## config.mk

```make
export PLATFORM = sky130hd
export DESIGN_NAME = sigtran_ua_payload_locator
export DESIGN_NICKNAME = d
export VERILOG_FILES = /design/src/rtl/sul_pkg.sv /design/src/rtl/sul_in_reg.sv /design/src/rtl/sul_parser.sv /design/src/rtl/sul_out_reg.sv /design/src/rtl/sigtran_ua_payload_locator.sv
export SDC_FILE = /design/constraint.sdc
export NUM_CORES = 1
export LEC_CHECK = 0
export ABC_AREA = 1
export BUFFER_PORTS_ARGS = -buffer_cell sky130_fd_sc_hd__buf_2
export CAP_MARGIN = 20
export CORE_MARGIN = 3
export CORE_UTILIZATION = 55
export CTS_CLUSTER_SIZE = 20
export DETAILED_ROUTE_END_ITERATION = 10
export GPL_TIMING_DRIVEN = 0
export HOLD_SLACK_MARGIN = 0.1
export PLACE_DENSITY_LB_ADDON = 0.15
export SLEW_MARGIN = 20
export SYNTH_ARGS = -nofsm -noshare
export SYNTH_HDL_FRONTEND = slang
export SYNTH_SLANG_ARGS = --single-unit
```

## constraint.sdc

```tcl
create_clock -name clk -period 7.1 [get_ports clk]
set_clock_uncertainty 0.1 [all_clocks]
set_input_delay 0.355 -clock clk [delete_from_list [all_inputs] [get_ports clk]]
set_output_delay 0.355 -clock clk [all_outputs]
set_load 0.03 [all_outputs]
```

## src/rtl/sul_pkg.sv

```systemverilog
// ----------------------------------------------------------------------------
// sul_pkg
// Shared types and constants for the user-adaptation payload locator.
// ----------------------------------------------------------------------------
package sul_pkg;

  localparam int MAX_MSG_BYTES = 16384;

  // byte counter saturates at MAX_MSG_BYTES + 1
  localparam int POS_W = $clog2(MAX_MSG_BYTES + 2);
  // parameter start may reach a count position plus a 64K skip
  localparam int NPS_W = ((POS_W > 16) ? POS_W : 16) + 2;

  localparam logic [15:0] TAG_M2UA_DATA1 = 16'h0300;
  localparam logic [15:0] TAG_M2UA_DATA2 = 16'h0301;
  localparam logic [15:0] TAG_M3UA_DATA  = 16'h0210;
  localparam logic [15:0] TAG_M3UA_MTP   = 16'h0002;
  localparam logic [15:0] TAG_M3UA_MTPLI = 16'h0003;

  localparam logic [7:0] HDR_VERSION    = 8'h01;
  localparam logic [7:0] CLASS_M3UA     = 8'h01;
  localparam logic [7:0] CLASS_M2UA     = 8'h06;
  localparam logic [7:0] TYPE_DATA      = 8'h01;
  localparam logic [7:0] SI_NIBBLE_MASK = 8'h0f;

  localparam logic [1:0] OUT_FOUND    = 2'd0;
  localparam logic [1:0] OUT_NOT_DATA = 2'd1;
  localparam logic [1:0] OUT_REJECT   = 2'd2;

  typedef enum logic [2:0] {
    PH_HEADER,
    PH_WALK,
    PH_AWAIT_SI,
    PH_FOUND,
    PH_NOT_DATA,
    PH_FAIL
  } phase_t;

  typedef struct packed {
    logic [7:0] data_byte;
    logic       last_byte;
  } in_item_t;

  typedef struct packed {
    logic [1:0]  outcome;
    logic [7:0]  service_indicator;
    logic [13:0] user_offset;
    logic [14:0] user_length;
  } result_t;

endpackage

```

## src/rtl/sul_in_reg.sv

```systemverilog
// ----------------------------------------------------------------------------
// sul_in_reg
// Input register stage: holds one byte until the parser takes it.
// ----------------------------------------------------------------------------
module sul_in_reg import sul_pkg::*; (
  input  logic     clk,
  input  logic     rst_n,
  input  logic     in_valid,
  output logic     in_ready,
  input  in_item_t in_item,
  output logic     item_valid,
  output in_item_t item,
  input  logic     item_take
);

  logic     valid_r, valid_nxt;
  in_item_t item_r;
  logic     load;

  assign in_ready   = !valid_r || item_take;
  assign load       = in_valid && in_ready;
  assign item_valid = valid_r;
  assign item       = item_r;

  always_comb begin
    valid_nxt = valid_r;
    if (load) begin
      valid_nxt = 1'b1;
    end else if (item_take) begin
      valid_nxt = 1'b0;
    end
  end

  always_ff @(posedge clk) begin
    if (!rst_n) begin
      valid_r <= 1'b0;
    end else begin
      valid_r <= valid_nxt;
    end
  end

  always_ff @(posedge clk) begin
    if (load) begin
      item_r <= in_item;
    end
  end

endmodule

```

## src/rtl/sul_parser.sv

```systemverilog
// ----------------------------------------------------------------------------
// sul_parser
// Per-byte header check and tag-length parameter walk, one byte per step.
// ----------------------------------------------------------------------------
module sul_parser import sul_pkg::*; (
  input  logic     clk,
  input  logic     rst_n,
  input  logic     step,
  input  in_item_t item,
  input  logic     mode,
  output logic     push,
  output result_t  result
);

  phase_t             phase_r, phase_nxt;
  logic [POS_W-1:0]   pos_r, pos_nxt;
  logic [7:0]         hb0_r, hb0_nxt, hb1_r, hb1_nxt, hb2_r, hb2_nxt;
  logic [31:0]        decl_r, decl_nxt;
  logic [15:0]        tag_r, tag_nxt;
  logic [15:0]        plen_r, plen_nxt;
  logic [NPS_W-1:0]   nps_r, nps_nxt;
  logic [7:0]         hsi_r, hsi_nxt;
  logic [13:0]        hoff_r, hoff_nxt;
  logic [14:0]        hlen_r, hlen_nxt;

  logic [7:0]         b;
  logic [POS_W-1:0]   pos_inc;
  logic [NPS_W-1:0]   pos_ext;
  logic [NPS_W-1:0]   pdiff;
  logic               in_win;
  logic [31:0]        decl_sh;
  logic [7:0]         cls;
  logic [15:0]        plen_sh;
  logic [15:0]        data_len;
  logic [31:0]        remaining;
  logic               fits;
  logic               is_mtp_tag;
  logic               li;
  logic [15:0]        li5;
  logic               mtp_hit;
  logic               mtp_ok;
  logic [NPS_W-1:0]   mtp_start;
  logic               hit_210;
  logic [16:0]        pad17;
  logic [NPS_W-1:0]   skip_start;
  logic               goto_fail;
  logic               raw_si;

  assign b       = item.data_byte;
  assign pos_inc = (32'(pos_r) <= MAX_MSG_BYTES) ? pos_r + 1'b1 : pos_r;
  assign pos_ext = NPS_W'(pos_r);
  assign pdiff   = pos_ext - nps_r;
  assign in_win  = (pos_ext >= nps_r) && (pdiff < NPS_W'(4));
  assign decl_sh = {decl_r[23:0], b};
  assign cls     = mode ? CLASS_M2UA : CLASS_M3UA;

  // parameter evaluation once its fourth header byte arrives
  assign plen_sh    = {plen_r[7:0], b};
  assign data_len   = plen_sh - 16'd4;
  assign remaining  = decl_r - (32'(nps_r) + 32'd4);
  assign fits       = remaining >= {16'd0, data_len};
  assign is_mtp_tag = mode ? (tag_r == TAG_M2UA_DATA1 || tag_r == TAG_M2UA_DATA2)
                           : (tag_r == TAG_M3UA_MTP || tag_r == TAG_M3UA_MTPLI);
  assign li         = mode ? (tag_r == TAG_M2UA_DATA2) : (tag_r == TAG_M3UA_MTPLI);
  assign li5        = {15'd0, li} + 16'd5;
  // m2ua takes any fitting data tag, m3ua raw mtp3 needs more than the indicator
  assign mtp_hit    = is_mtp_tag && fits && (mode || (data_len > {15'd0, li}));
  assign mtp_ok     = data_len >= li5;
  assign mtp_start  = nps_r + NPS_W'(4) + NPS_W'(li);
  assign hit_210    = !mode && (tag_r == TAG_M3UA_DATA) && (data_len >= 16'd12) && fits;
  assign pad17      = ({1'b0, data_len} + 17'd3) & ~17'd3;
  assign skip_start = nps_r + NPS_W'(4) + NPS_W'(pad17);
  assign goto_fail  = (32'(skip_start) + 32'd4) > decl_r;
  assign raw_si     = !mode && (tag_r == TAG_M3UA_DATA);

  assign push = step && item.last_byte;

  always_comb begin
    phase_nxt = phase_r;
    pos_nxt   = pos_r;
    hb0_nxt   = hb0_r;
    hb1_nxt   = hb1_r;
    hb2_nxt   = hb2_r;
    decl_nxt  = decl_r;
    tag_nxt   = tag_r;
    plen_nxt  = plen_r;
    nps_nxt   = nps_r;
    hsi_nxt   = hsi_r;
    hoff_nxt  = hoff_r;
    hlen_nxt  = hlen_r;
    result    = '0;
    result.outcome = OUT_REJECT;

    if (step) begin
      case (phase_r)
        PH_HEADER: begin
          if (pos_r == POS_W'(0)) hb0_nxt = b;
          if (pos_r == POS_W'(2)) hb1_nxt = b;
          if (pos_r == POS_W'(3)) hb2_nxt = b;
          if (pos_r >= POS_W'(4) && pos_r <= POS_W'(7)) decl_nxt = decl_sh;
          if (pos_r == POS_W'(7)) begin
            if (hb0_r != HDR_VERSION) begin
              phase_nxt = PH_FAIL;
            end else if (hb1_r != cls || hb2_r != TYPE_DATA) begin
              phase_nxt = PH_NOT_DATA;
            end else if (decl_sh < 32'd12) begin
              // below 8 is malformed, below 12 leaves no room for a parameter
              phase_nxt = PH_FAIL;
            end else begin
              phase_nxt = PH_WALK;
              nps_nxt   = NPS_W'(8);
            end
          end
        end
        PH_WALK: begin
          if (in_win) begin
            if (!pdiff[1]) begin
              tag_nxt = {tag_r[7:0], b};
            end else begin
              plen_nxt = plen_sh;
            end
            if (pdiff[1:0] == 2'd3) begin
              if (plen_sh < 16'd4) begin
                phase_nxt = PH_FAIL;
              end else if (hit_210) begin
                hoff_nxt  = 14'(nps_r + NPS_W'(16));
                hlen_nxt  = 15'(data_len - 16'd12);
                nps_nxt   = nps_r + NPS_W'(12);
                phase_nxt = PH_AWAIT_SI;
              end else if (mtp_hit) begin
                if (mtp_ok) begin
                  hoff_nxt  = 14'(mtp_start + NPS_W'(5));
                  hlen_nxt  = 15'(data_len - li5);
                  nps_nxt   = mtp_start;
                  phase_nxt = PH_AWAIT_SI;
                end else begin
                  phase_nxt = PH_FAIL;
                end
              end else begin
                nps_nxt = skip_start;
                if (goto_fail) phase_nxt = PH_FAIL;
              end
            end
          end
        end
        PH_AWAIT_SI: begin
          if (pos_ext == nps_r) begin
            hsi_nxt   = raw_si ? b : (b & SI_NIBBLE_MASK);
            phase_nxt = PH_FOUND;
          end
        end
        default: begin
        end
      endcase

      if (item.last_byte) begin
        if (32'(pos_inc) > MAX_MSG_BYTES || pos_inc < POS_W'(8)) begin
          result.outcome = OUT_REJECT;
        end else if (phase_nxt == PH_NOT_DATA) begin
          result.outcome = OUT_NOT_DATA;
        end else if (phase_nxt == PH_FOUND && decl_nxt <= 32'(pos_inc)) begin
          result.outcome           = OUT_FOUND;
          result.service_indicator = hsi_nxt;
          result.user_offset       = hoff_nxt;
          result.user_length       = hlen_nxt;
        end
        // message done: back to the idle message state
        phase_nxt = PH_HEADER;
        pos_nxt   = '0;
        hb0_nxt   = '0;
        hb1_nxt   = '0;
        hb2_nxt   = '0;
        decl_nxt  = '0;
        tag_nxt   = '0;
        plen_nxt  = '0;
        nps_nxt   = NPS_W'(8);
        hsi_nxt   = '0;
        hoff_nxt  = '0;
        hlen_nxt  = '0;
      end else begin
        pos_nxt = pos_inc;
      end
    end
  end

  always_ff @(posedge clk) begin
    if (!rst_n) begin
      phase_r <= PH_HEADER;
      pos_r   <= '0;
      hb0_r   <= '0;
      hb1_r   <= '0;
      hb2_r   <= '0;
      decl_r  <= '0;
      tag_r   <= '0;
      plen_r  <= '0;
      nps_r   <= NPS_W'(8);
      hsi_r   <= '0;
      hoff_r  <= '0;
      hlen_r  <= '0;
    end else begin
      phase_r <= phase_nxt;
      pos_r   <= pos_nxt;
      hb0_r   <= hb0_nxt;
      hb1_r   <= hb1_nxt;
      hb2_r   <= hb2_nxt;
      decl_r  <= decl_nxt;
      tag_r   <= tag_nxt;
      plen_r  <= plen_nxt;
      nps_r   <= nps_nxt;
      hsi_r   <= hsi_nxt;
      hoff_r  <= hoff_nxt;
      hlen_r  <= hlen_nxt;
    end
  end

endmodule

```

## src/rtl/sul_out_reg.sv

```systemverilog
// ----------------------------------------------------------------------------
// sul_out_reg
// Result register: holds one result until the downstream side takes it.
// ----------------------------------------------------------------------------
module sul_out_reg import sul_pkg::*; (
  input  logic    clk,
  input  logic    rst_n,
  input  logic    load,
  input  result_t load_data,
  output logic    out_valid,
  input  logic    out_ready,
  output result_t out_data,
  output logic    can_load
);

  logic    valid_r, valid_nxt;
  result_t data_r;

  assign can_load  = !valid_r || out_ready;
  assign out_valid = valid_r;
  assign out_data  = data_r;

  always_comb begin
    valid_nxt = valid_r;
    if (load) begin
      valid_nxt = 1'b1;
    end else if (out_ready) begin
      valid_nxt = 1'b0;
    end
  end

  always_ff @(posedge clk) begin
    if (!rst_n) begin
      valid_r <= 1'b0;
    end else begin
      valid_r <= valid_nxt;
    end
  end

  always_ff @(posedge clk) begin
    if (load) begin
      data_r <= load_data;
    end
  end

endmodule

```

## src/rtl/sigtran_ua_payload_locator.sv

```systemverilog
// ----------------------------------------------------------------------------
// sigtran_ua_payload_locator
// Locates the user payload of an M2UA or M3UA message streamed a byte at a time.
// ----------------------------------------------------------------------------
//
//   channel  | direction | transfer carries
//   ---------+-----------+----------------------------------------------------
//   in_      | in        | data_byte, last_byte (one message byte)
//   out_     | out       | outcome, service_indicator, user_offset, user_length
//   cfg_     | in        | protocol_mode (0 M3UA, 1 M2UA), no handshake
//
// One byte is taken per cycle unless a last byte waits for a free result
// register; the parser's result for a message is held in the result register.
// Reset (synchronous, rst_n low) empties both registers and selects M3UA mode.
// A stalled result register holds back only a last byte; other bytes keep
// flowing through the parser, which updates its state once per byte.
module sigtran_ua_payload_locator import sul_pkg::*; (
  input  logic        clk,
  input  logic        rst_n,
  input  logic        in_valid,
  output logic        in_ready,
  input  logic [7:0]  in_data_byte,
  input  logic        in_last_byte,
  output logic        out_valid,
  input  logic        out_ready,
  output logic [1:0]  out_outcome,
  output logic [7:0]  out_service_indicator,
  output logic [13:0] out_user_offset,
  output logic [14:0] out_user_length,
  input  logic        cfg_wr_en,
  input  logic        cfg_wr_data
);

  logic     protocol_mode_r, protocol_mode_nxt;
  in_item_t in_item;
  in_item_t item;
  logic     item_valid;
  logic     item_take;
  logic     can_load;
  logic     push;
  result_t  result;
  result_t  out_data;

  assign in_item.data_byte = in_data_byte;
  assign in_item.last_byte = in_last_byte;

  // last byte needs a free result slot, other bytes never wait
  assign item_take = item_valid && (!item.last_byte || can_load);

  assign protocol_mode_nxt = cfg_wr_en ? cfg_wr_data : protocol_mode_r;

  always_ff @(posedge clk) begin
    if (!rst_n) begin
      protocol_mode_r <= 1'b0;
    end else begin
      protocol_mode_r <= protocol_mode_nxt;
    end
  end

  sul_in_reg u_in_reg (
    .clk        (clk),
    .rst_n      (rst_n),
    .in_valid   (in_valid),
    .in_ready   (in_ready),
    .in_item    (in_item),
    .item_valid (item_valid),
    .item       (item),
    .item_take  (item_take)
  );

  sul_parser u_parser (
    .clk    (clk),
    .rst_n  (rst_n),
    .step   (item_take),
    .item   (item),
    .mode   (protocol_mode_r),
    .push   (push),
    .result (result)
  );

  sul_out_reg u_out_reg (
    .clk       (clk),
    .rst_n     (rst_n),
    .load      (push),
    .load_data (result),
    .out_valid (out_valid),
    .out_ready (out_ready),
    .out_data  (out_data),
    .can_load  (can_load)
  );

  assign out_outcome           = out_data.outcome;
  assign out_service_indicator = out_data.service_indicator;
  assign out_user_offset       = out_data.user_offset;
  assign out_user_length       = out_data.user_length;

endmodule
```

==> flow_metrics.tcl <==
set metrics [dict create \
    status "complete, no violations" \
    antenna_cells 0 \
    die_w_um 187.6 \
    reg2reg_from "u_in_reg.item[4]" \
    vdd_drop_max_uv 177.4 \
    synthCells 2846 \
    drtIter0Drc 2096 \
    cts-root-buf "clkbuf_16" \
    finalHoldViolations 0 \
    wl_per_cell_um 19.16 \
    synth-async-reset-ratio 0 \
    layout_common_cells "nand2_1 (823), inv_1 (356), nor2_1 (267)" \
    layout_min_cycle_time_ns 6.839 \
    synth_fa_ha_area_frac 0.08583 \
    ff2ff_setup_slack_ns 0.26 \
    fill_cells 3178 \
    synthesis.area_um2 18130 \
    critical_path_class "flip-flop to flip-flop" \
    layout.nets 3085 \
    ys_seq_elements 204 \
    fin_ws_ns 0.2606 \
    finalSetupViolations 0 \
    endpoint_kind "flip-flop" \
    via_per_inst 5.727 \
    cts.reportedPaths.clkPinSlew_ns 0.06 \
    mostFrequentLayoutCell "nand2_1" \
    p_per_area_nw_per_um2 139.8 \
    cp-start-kind "flip-flop" \
    ios 56 \
    drv_slew 0 \
    cp_slowest_stage_delay_ns 0.48 \
    ys_types 61 \
    htreeDepth 1 \
    drc 0 \
    grt_pass1_wl_um 99790 \
    area_growth_syn_to_layout_pct 10.40 \
    cap_viol_max_count 0 \
    grtUsageTotal 0.3589 \
    worstPathArrival_ns 7.03 \
    fp-row-count 65 \
    synthMuxAreaShare 0 \
    placed_area_um2 18980 \
    p_total_mw 2.800 \
    critical_path.max_fanout 10 \
    synthFlopType "dfxtp_1" \
    syn-mean-instance-area_um2 6.372 \
    synthSimpleGateAreaFrac 0.3671 \
    synth_seq_area_share 0.2517 \
    slew_headroom 0.3506 \
    postRouteAntennaNets 0 \
    core_area_um2 32040 \
    numCtsBuffers 25 \
    crit_slowest_cell "edfxtp_1" \
    max_freq_mhz 146.2 \
    initial_core_util 0.5659 \
    antenna_found_initial 1 \
    synth_compound_area_frac 0.1234 \
    post-dp-hpwl_um 52500 \
    routed-via-count 19483 \
    clk_latency_ns 0.56 \
    worst_pin_slew_ns 0.9708 \
    min_path_type "input port to flip-flop" \
    tritoncts "done" \
    firstDrtPassIters 6 \
    cp.required_ns 7.29 \
    synth_edf_count 48 \
    gr-total-overflow 0 \
    cpMostUsedCell "nand2_1" \
    grt_pass1_vias 17924 \
    crit-reg2reg-capture "u_out_reg.out_data[12]" \
    routed_wl_um 65190 \
    portBuffers 55 \
    holdWs_ns 0.1146 \
    fp.dieArea_um2 35180 \
    rsz0062_at_grt "false" \
    ys.warnings.count 0 \
    drive_above_1_share 0.08460 \
    clock-sinks 204 \
    grt_max_degree 38 \
    place_ws_ns -0.2986 \
    cts_buffer_depth 3 \
    fin_crit_sh 0.9633 \
    synth_top_family_by_area "simple AND/OR/NAND/NOR gates" \
    chipHeight_um 187.6 \
    power.leakage_nw 9.135 \
    design_area_um2 20020 \
    hold_end "u_out_reg.out_valid" \
    min_from "out_ready" \
    synth-xor-area-share 0.07217 \
    holdPathStages 4 \
    gp_congestion 1.029 \
    syn-num-nets 2983 \
    reg2reg_depth 35 \
]
[worst max-delay path, delay by kind of cell, from the launching register on]
kind / cells / cell delay [ns]
fa+ha+maj: 3 / 0.91
simple gates: 17 / 2.44
buf+inv: 6 / 0.86
flops: 1 / 0.48
compound gates: 7 / 1.21
xor+xnor: 2 / 0.51
[worst max path at each step]
stage | start | endpoint | slack (ns) | depth (start not counted)
after floorplan | u_in_reg.item[3] | u_out_reg.out_data[11] | 1.42 | 33
after global placement | u_in_reg.item[3] | u_out_reg.out_data[11] | -0.22 | 34
after detailed placement | u_in_reg.item[3] | u_out_reg.out_data[11] | -0.30 | 34
after CTS | u_in_reg.item[4] | u_out_reg.out_data[12] | 0.05 | 35
after global routing | u_in_reg.item[4] | u_out_reg.out_data[12] | 0.03 | 35
final | u_in_reg.item[4] | u_out_reg.out_data[12] | 0.26 | 35
[layer usage]
layer,track usage,wire length (um),part of all wire,up-vias
li1,-,-,-,9405
met1,0.4802,26650,0.41,8908
met2,0.5573,28210,0.43,965
met3,0.06001,6401,0.098,203
met4,0.1856,3874,0.059,2
met5,0.009615,48,0.00074,-
[logic make-up (layout without fill, tap and decap cells)]
kind of cell / Yosys count / after routing
and+or+nand+nor: 1503 / 1503
buffers and inverters: 453 / 574
AOI/OAI and AO/OA: 421 / 421
DFF: 204 / 204
xor gates and xnor gates: 143 / 143
adders and majority gates: 122 / 122
[timing repair]
item	4_1_cts	5_1_grt
gates resized for setup	5	17
setup endpoints to repair	39	53
hold endpoints to repair	12	0
hold buffers	14	0
buffers inserted	1	4
[report_power, final]
group / internal [mW] / leakage, nW / switching [mW]
registers: 1.20 / 1.78 / 0.0116
logic: 0.114 / 6.98 / 0.262
clock network: 0.679 / 0.373 / 0.532
[synth_stat cells, types with 5 or more instances]
library cell | instances | area share
a21oi_1 | 236 | 0.065
and2_1 | 6 | 0.0021
buf_1 | 5 | 0.0010
buf_2 | 14 | 0.0039
clkbuf_1 | 48 | 0.0099
dfxtp_1 | 156 | 0.17
edfxtp_1 | 48 | 0.079
ha_1 | 118 | 0.081
inv_1 | 358 | 0.074
inv_2 | 15 | 0.0031
nand2_1 | 824 | 0.17
nand2_2 | 11 | 0.0038
nand3_1 | 166 | 0.046
nand3_2 | 5 | 0.0028
nand4_1 | 48 | 0.017
nor2_1 | 267 | 0.055
nor2_2 | 17 | 0.0059
nor2_4 | 28 | 0.017
nor3_1 | 49 | 0.014
nor3_2 | 6 | 0.0033
nor4_1 | 25 | 0.0086
o211ai_1 | 11 | 0.0046
o21ai_0 | 125 | 0.034
o21ai_1 | 7 | 0.0019
o22ai_1 | 15 | 0.0052
o31ai_1 | 6 | 0.0025
or2_1 | 20 | 0.0069
or2_2 | 15 | 0.0052
xnor2_1 | 18 | 0.0087
xor2_1 | 119 | 0.057
[metrics by stage]
step	util	std cells	setup TNS, ns
6_report	0.6248	3402	0
3_5_place_dp	0.5924	3337	-9.552
2_1_floorplan	-	2846	0
5_1_grt	0.6248	3402	0
3_3_place_gp	0.5915	3336	-6.635
4_1_cts	0.6216	3398	0
[area by class of cell]
type / instances / area [um2] / share of cell area
Sequential cell: 204 / 4564 / 0.2280
Clock inverter: 12 / 85.08 / 0.004250
Buffer: 76 / 396.6 / 0.01981
Clock buffer: 34 / 680.7 / 0.03400
Inverter: 377 / 1421 / 0.07100
Multi-Input combinational cell: 2189 / 11850 / 0.5921
Tap cell: 435 / 544.3 / 0.02719
Timing Repair Buffer: 75 / 473.0 / 0.02363
[sequential cells by signal (all words and copies together) (netlist names)]
name                 count
u_parser.tag_r          16
u_parser.hsi_r           8
u_out_reg.out_valid      1
u_parser.hoff_r         14
u_parser.phase_r         3
u_parser.nps_r          18
u_in_reg.item            9
u_parser.decl_r         32
u_parser.hb0_r           8
u_parser.hb2_r           8
u_parser.plen_r          8
u_in_reg.item_valid      1
u_parser.hb1_r           8
u_parser.pos_r          15
u_out_reg.out_data      39
protocol_mode_r          1
u_parser.hlen_r         15
No activity file was read; power rests on OpenSTA's default activity.
